File: src/hdl/assert_macros.svh
// Assertion macros shared by the fixed-point ALU RTL.
// No dependencies.
`ifndef ASSERT_MACROS_SVH
`define ASSERT_MACROS_SVH
// implication checked at every clock, disabled in reset
`define ASSERT_IMP(label, clk, rst, ante, cons, msg) \
   label: assert property (@(posedge clk) disable iff (rst) (ante) |-> (cons)) else $error(msg);
// next-cycle implication, disabled in reset
`define ASSERT_NEXT(label, clk, rst, ante, cons, msg) \
   label: assert property (@(posedge clk) disable iff (rst) (ante) |=> (cons)) else $error(msg);
`endif

File: src/hdl/fpalu_pkg.sv
// Package for the fixed-point ALU: mode codes and the stage word type.
// No dependencies.
`default_nettype none
package fpalu_pkg;
   localparam int unsigned DataW = 32;
   localparam int unsigned DivW  = 48;   // dividend width, |a| << FRAC_BITS (max 16)

   typedef enum logic [3:0] {
      MODE_ADD = 4'd0, MODE_SUB = 4'd1, MODE_MUL = 4'd2, MODE_DIV = 4'd3,
      MODE_MIN = 4'd4, MODE_MAX = 4'd5, MODE_INC = 4'd6, MODE_DEC = 4'd7,
      MODE_TOI = 4'd8, MODE_FRI = 4'd9
   } mode_type;

   // word handed from one divider cell to the next
   typedef struct packed {
      logic             vld;
      logic [DivW-1:0]  rem;    // partial remainder
      logic [DivW-1:0]  quo;    // dividend bits shifting out, quotient bits in
      logic [DataW-1:0] dvs;    // |b|
      logic             neg;    // quotient negative
      logic             dz;     // divide by zero
      logic             isdiv;  // result taken from the divider
      logic [DataW-1:0] res;    // result for non-divide modes
      logic [2:0]       cmp;    // less, equal, greater
   } stage_type;
endpackage
`default_nettype wire

File: src/hdl/fpalu_cell.sv
// One restoring-division cell: one quotient bit per cycle while adv is high, registered.
// Depends on fpalu_pkg.
`default_nettype none
module fpalu_cell
   import fpalu_pkg::*;
(
   input  wire logic      clock,
   input  wire logic      reset,
   input  wire logic      adv,
   input  wire stage_type prev,
   output stage_type      curr
);
   stage_type        curr_ff, curr_in;
   logic [DivW-1:0]  shr;
   logic [DivW:0]    dif;

   always_comb begin
      curr_in = prev;
      shr     = {prev.rem[DivW-2:0], prev.quo[DivW-1]};
      dif     = {1'b0, shr} - {{(DivW-DataW+1){1'b0}}, prev.dvs};
      if (!dif[DivW]) begin
         curr_in.rem = dif[DivW-1:0];
         curr_in.quo = {prev.quo[DivW-2:0], 1'b1};
      end else begin
         curr_in.rem = shr;
         curr_in.quo = {prev.quo[DivW-2:0], 1'b0};
      end
   end

   always_ff @(posedge clock) begin
      if (reset) begin
         curr_ff.vld <= 1'b0;
      end else if (adv) begin
         curr_ff.vld <= curr_in.vld;
      end
      if (adv) begin
         curr_ff.rem <= curr_in.rem;   curr_ff.quo <= curr_in.quo;
         curr_ff.dvs <= curr_in.dvs;   curr_ff.neg <= curr_in.neg;
         curr_ff.dz  <= curr_in.dz;    curr_ff.isdiv <= curr_in.isdiv;
         curr_ff.res <= curr_in.res;   curr_ff.cmp <= curr_in.cmp;
      end
   end
   assign curr = curr_ff;
endmodule
`default_nettype wire
File: config.mk
export PLATFORM = sky130hd
export DESIGN_NAME = fpalu_cell
export DESIGN_NICKNAME = d
export VERILOG_FILES = /design/src/hdl/assert_macros.svh /design/src/hdl/fpalu_pkg.sv /design/src/hdl/fpalu_cell.sv
export SDC_FILE = /design/constraint.sdc
export NUM_CORES = 1
export LEC_CHECK = 0
export ABC_AREA = 1
export BUFFER_PORTS_ARGS = -buffer_cell sky130_fd_sc_hd__buf_2
export CAP_MARGIN = 5
export CORE_MARGIN = 2
export CORE_UTILIZATION = 30
export CTS_BUF_LIST = sky130_fd_sc_hd__clkbuf_4
export DETAILED_ROUTE_END_ITERATION = 12
export GPL_ROUTABILITY_DRIVEN = 0
export PLACE_DENSITY = 0.57
export SLEW_MARGIN = 10
export SYNTH_ARGS = -nofsm -noshare
export SYNTH_HDL_FRONTEND = slang
export SYNTH_SLANG_ARGS = --single-unit
File: constraint.sdc
create_clock -name clock -period 2.3 [get_ports clock]
set_input_delay 0.23 -clock clock [delete_from_list [all_inputs] [get_ports clock]]
set_output_delay 0.23 -clock clock [all_outputs]
set_load 0.05 [all_outputs]
Word-level counts from Yosys, hierarchy flattened
Index checks and enable logic that the tools add are counted.
Widths: inputs -> output; s select.
{ "word_totals": {"ff_bits": 167, "wordCells": 11} }
{ "op_classes": {"n_addsub": 1, "muxes": 1} }
{ "ops": {"columns": ["op", "n"], "rows": [
  ["$mux 96", 1],
  ["$sub 48x32->49", 1]
]} }

Depth between registers and ports, before layout
{ "depth": {"depth_word": 2, "mapped_depth": 16} }

Least setup slack after synthesis
No wires, ideal clock.
{ "synth_path": {"path_kind": "input-to-reg", "from": "input port prev[117] (netlist name)", "to": "register curr_ff, in the netlist curr[154], data pin", "setup_ns": 0.253, "arrival_ns": 1.724, "t_required_ns": 2.047, "slack_ns": 0.324, "cell_stages": 13, "path_cell_list": "inv_1 ha_1 fa_1 nor2_1 o21ai_0 nand2_1 nand2_1 nand2_1 nand2_1 nand2_2 nand3_1 nand2_1 nand2_1"} }
{ "synth_lines": {"columns": ["element", "line", "rtl"], "rows": [
  ["start, declared", "fpalu_cell.sv:10", "input wire stage_type prev,"],
  ["end, declared", "fpalu_cell.sv:13", "stage_type curr_ff, curr_in;"]
]} }

==> impl_metrics.csv <==
group,metric,value,unit
power,p_leak,6.69,nW
power,ir_worst_vdd,340,uV
synthesis,ys_warn_count,0,
floorplanning,die_h,177,um
power,power.density,625,mW/mm^2
power,p_sw_share,36.8,%
critical_path,crit-reg2reg-launch,"curr[166]$_SDFFE_PP0P_",
synthesis,synthTopCellsByArea,"edfxtp_1, nand2_1, inv_1, ha_1, nand3_1",
critical_path,crit_required,2.65,ns
route,viasPerCell,4.39,
critical_path,worstSetupPathType,"in2reg",
synthesis,netlist_area,0.00901,mm^2
power,seqPwrFrac,43.1,%
sta,max_freq,0.450,GHz
cts,h-tree-depth,4,
final_layout,design_area,0.0140,mm^2
power,p_int,0.00551,W
floorplanning,dieArea,0.0314,mm^2
cts,clockRootBuffer,"clkbuf_4",
critical_path,path_common_cell,"nand2_1",
synthesis,synth_top_cell_area_share,55.3,%
power,pwr-share-comb,32.7,%
grt,grt_util_all_layers,19.6,%
route,antenna_left,0,
synthesis,syn_area_per_cell,8.68,um^2
final_layout,area_growth,55.0,%
synthesis,ys_types,30,
final_layout,finish.utilization,47.1,%
route,dr.pass1.iters,6,
grt,antenna_found_initial,2,
final_layout,nets,1815,
critical_path,critical_path.cell_chain,"dlygate4sd3_1 > buf_2 > ha_2 > fa_2 > nor2_2 > o21ai_0 > nand2_1 > nand2_2 > a21oi_4 > nor2_4 > buf_4 > clkbuf_16 > nand2_1 > nand2_1",
critical_path,crit_fanout,20,
floorplanning,io_pins,337,
final_layout,largest_reg_flops,167,
placed_design,dp_hpwl,24800,um
cts,cts.path.max_buffers,2,
sta,final.period_utilization,96.7,%
final_layout,multi_input_area,0.00350,mm^2
route,drt_iter0_markers,587,
power,power_frac_clock,24.2,%
floorplanning,core,0.0296,mm^2
worst_hold_path,hp-class,"in2reg",
power,switching_power,0.00321,W
critical_path,cpPeakStageDelay,0.53,ns
cts,cts_tree,"yes",
floorplanning,rows,63,
grt,grt_pass1_wl,46100,um
critical_path,slowest_stage,"dlygate4sd3_1",
floorplanning,initial_core_util,30.4,%
sta,clock_skew,0,ns
synthesis,ys_seq_elements,167,
critical_path,critPathBufInv,4,
sta,hold_violations,0,
cts,clk_pin_slew,0.16,ns
synthesis,synthCells,1038,
cts,clock-sinks,167,
synthesis,synth_nets,1241,
critical_path,crit_path_start_kind,"input port",
floorplanning,fp.dieW,177,um
critical_path,crit_path_start,"prev[38]",
sta,relSlewSlack,55.7,%
route,routed_wl,31700,um
placed_design,dpl-instance-area,0.0116,mm^2
route,vias,8856,
synthesis,ys_seq_area_share,55.6,%
route,drc,0,
cts,clk_latency,0.59,ns
outcome,status,"finished clean",
sta,slew_violations,0,
run,drv_cap,0,
grt,overflow,0,
placed_design,io_buffer_count,335,
final_layout,regArea,0.00500,mm^2
sta,tightest_slew,0.665,ns
cts,cts_buffers,17,
route,routedWlPerCell,15.7,um
grt,grt_max_degree,80,
synthesis,synth_top_area_cell,"edfxtp_1",
sta,setup_violations,0,
grt,grt_pass1_vias,8736,
final_layout,fill_cells,2906,
critical_path,path_delay_family,"buffers and inverters",
final_layout,drive_above_1_share,30.2,%
critical_path,end_kind,"register",
critical_path,arrival,2.57,ns
sta,period_minus_slack,2.22,ns
worst_hold_path,hold_path_startpoint,"prev[151]",
[metrics by stage]
stage	setup slack [ns]	TNS (ns)	std cells	total power, W	hold WS [ns]
2_1_floorplan	0.324	0	1038	0.00550	0.302
3_3_place_gp	-0.00819	-0.0246	1812	0.00636	0.390
3_5_place_dp	-0.0523	-0.552	1812	0.00637	0.393
4_1_cts	0.0425	0	2007	0.00872	0.0268
5_1_grt	-0.0189	-0.0466	2017	0.00915	0.0206
6_report	0.0754	0	2017	0.00872	0.0752
[per-layer routing]
metal	global-route usage, %	vias up	share of wire [%]
li1	-	4466	-
met1	22.7	4020	40
met2	35.1	320	50
met3	5.11	50	7.2
met4	6.49	0	2.6
met5	0	-	0
[placed cells by master, fill, tap and decap left out, types with 4 or more instances in the layout]
cell type      count
inv_6              6
bufinv_16          4
ha_4              17
nor2_1            63
xnor2_1           17
nor2_4             4
dlygate4sd3_1    162
o21ai_1           20
clkbuf_4          18
o21ai_0            6
a21oi_1           24
a21oi_2            5
nand2_1          373
nand3_1           50
buf_2            334
nand2_2           11
edfxtp_1         166
nand3b_1          11
nor2_2            11
inv_1            192
nand4_1           15
buf_4             58
ha_1              14
inv_2              4
nor3_1            10
[power groups by stage]
stage	clock network, W	registers (W)	logic, W
after floorplan	0	0.00484	0.000658
after global placement	0	0.00383	0.00254
after detailed placement	0	0.00383	0.00254
after CTS	0.00218	0.00376	0.00278
after global routing	0.00230	0.00378	0.00307
final	0.00211	0.00376	0.00285
[cells in the mapped netlist]
cell type / number
nand2_1: 380
inv_1: 193
edfxtp_1: 166
nor2_1: 68
nand3_1: 51
ha_1: 32
a21oi_1: 29
o21ai_1: 20
xnor2_1: 17
nand4_1: 15
nand3b_1: 11
nor3_1: 10
nor2_2: 7
o21ai_0: 6
nand2_2: 4
buf_4: 3
inv_2: 3
nor2_4: 3
or2_2: 3
and2_1: 2
buf_2: 2
buf_6: 2
nor4_1: 2
o21bai_1: 2
xor2_1: 2
a21oi_2: 1
and3_1: 1
dfxtp_1: 1
fa_1: 1
mux2i_1: 1
[worst paths after layout]
kind / endpoint / slack (ns) / depth (start not counted)
worst max-delay path: curr[146]$_DFFE_PP_ / 0.08 / 14
worst min-delay path: curr[152]$_DFFE_PP_ / 0.08 / 3
worst max register to register: curr[166]$_SDFFE_PP0P_ / 1.09 / 3
worst min register to register: curr[166]$_SDFFE_PP0P_ / 1.13 / 3
[repair_timing]
item                       in CTS  in global routing
hold buffers                  163                  0
hold endpoints to repair      162                  0
setup endpoints to repair       0                 46
gates resized for setup         0                 42
buffers inserted                0                  5
[cell families (layout without fill, tap and decap cells)]
logic type,Yosys count,in the layout,synth area share (%)
and+or+nand+nor,557,557,25.7
xor gates and xnor gates,19,19,1.85
adders and majority gates,33,33,4.67
AOI/OAI and AO/OA,58,58,3.32
muxes,1,1,0.111
buffers and inverters,203,790,8.78
DFF,167,167,55.6
other,0,2,0
[layout make-up]
| cell class | instances | share of cell area, % |
|---|---|---|
| flip-flops and latches | 167 | 35.9 |
| repair buffers | 562 | 27.8 |
| multi-input cells | 668 | 25.0 |
| inverters | 196 | 5.27 |
| well taps | 390 | 3.50 |
| clock inverters | 14 | 1.49 |
| clock buffers | 18 | 0.968 |
| diodes | 2 | 0.0359 |
[worst register-to-register path, delay by kind of cell, from the launching register on]
kind | cells | cell delay, ns
and+or+nand+nor | 1 | 0.05
buffers and inverters | 1 | 0.57
DFF | 1 | 0.35
muxes | 1 | 0.14
(Power assumes the default switching activity.)
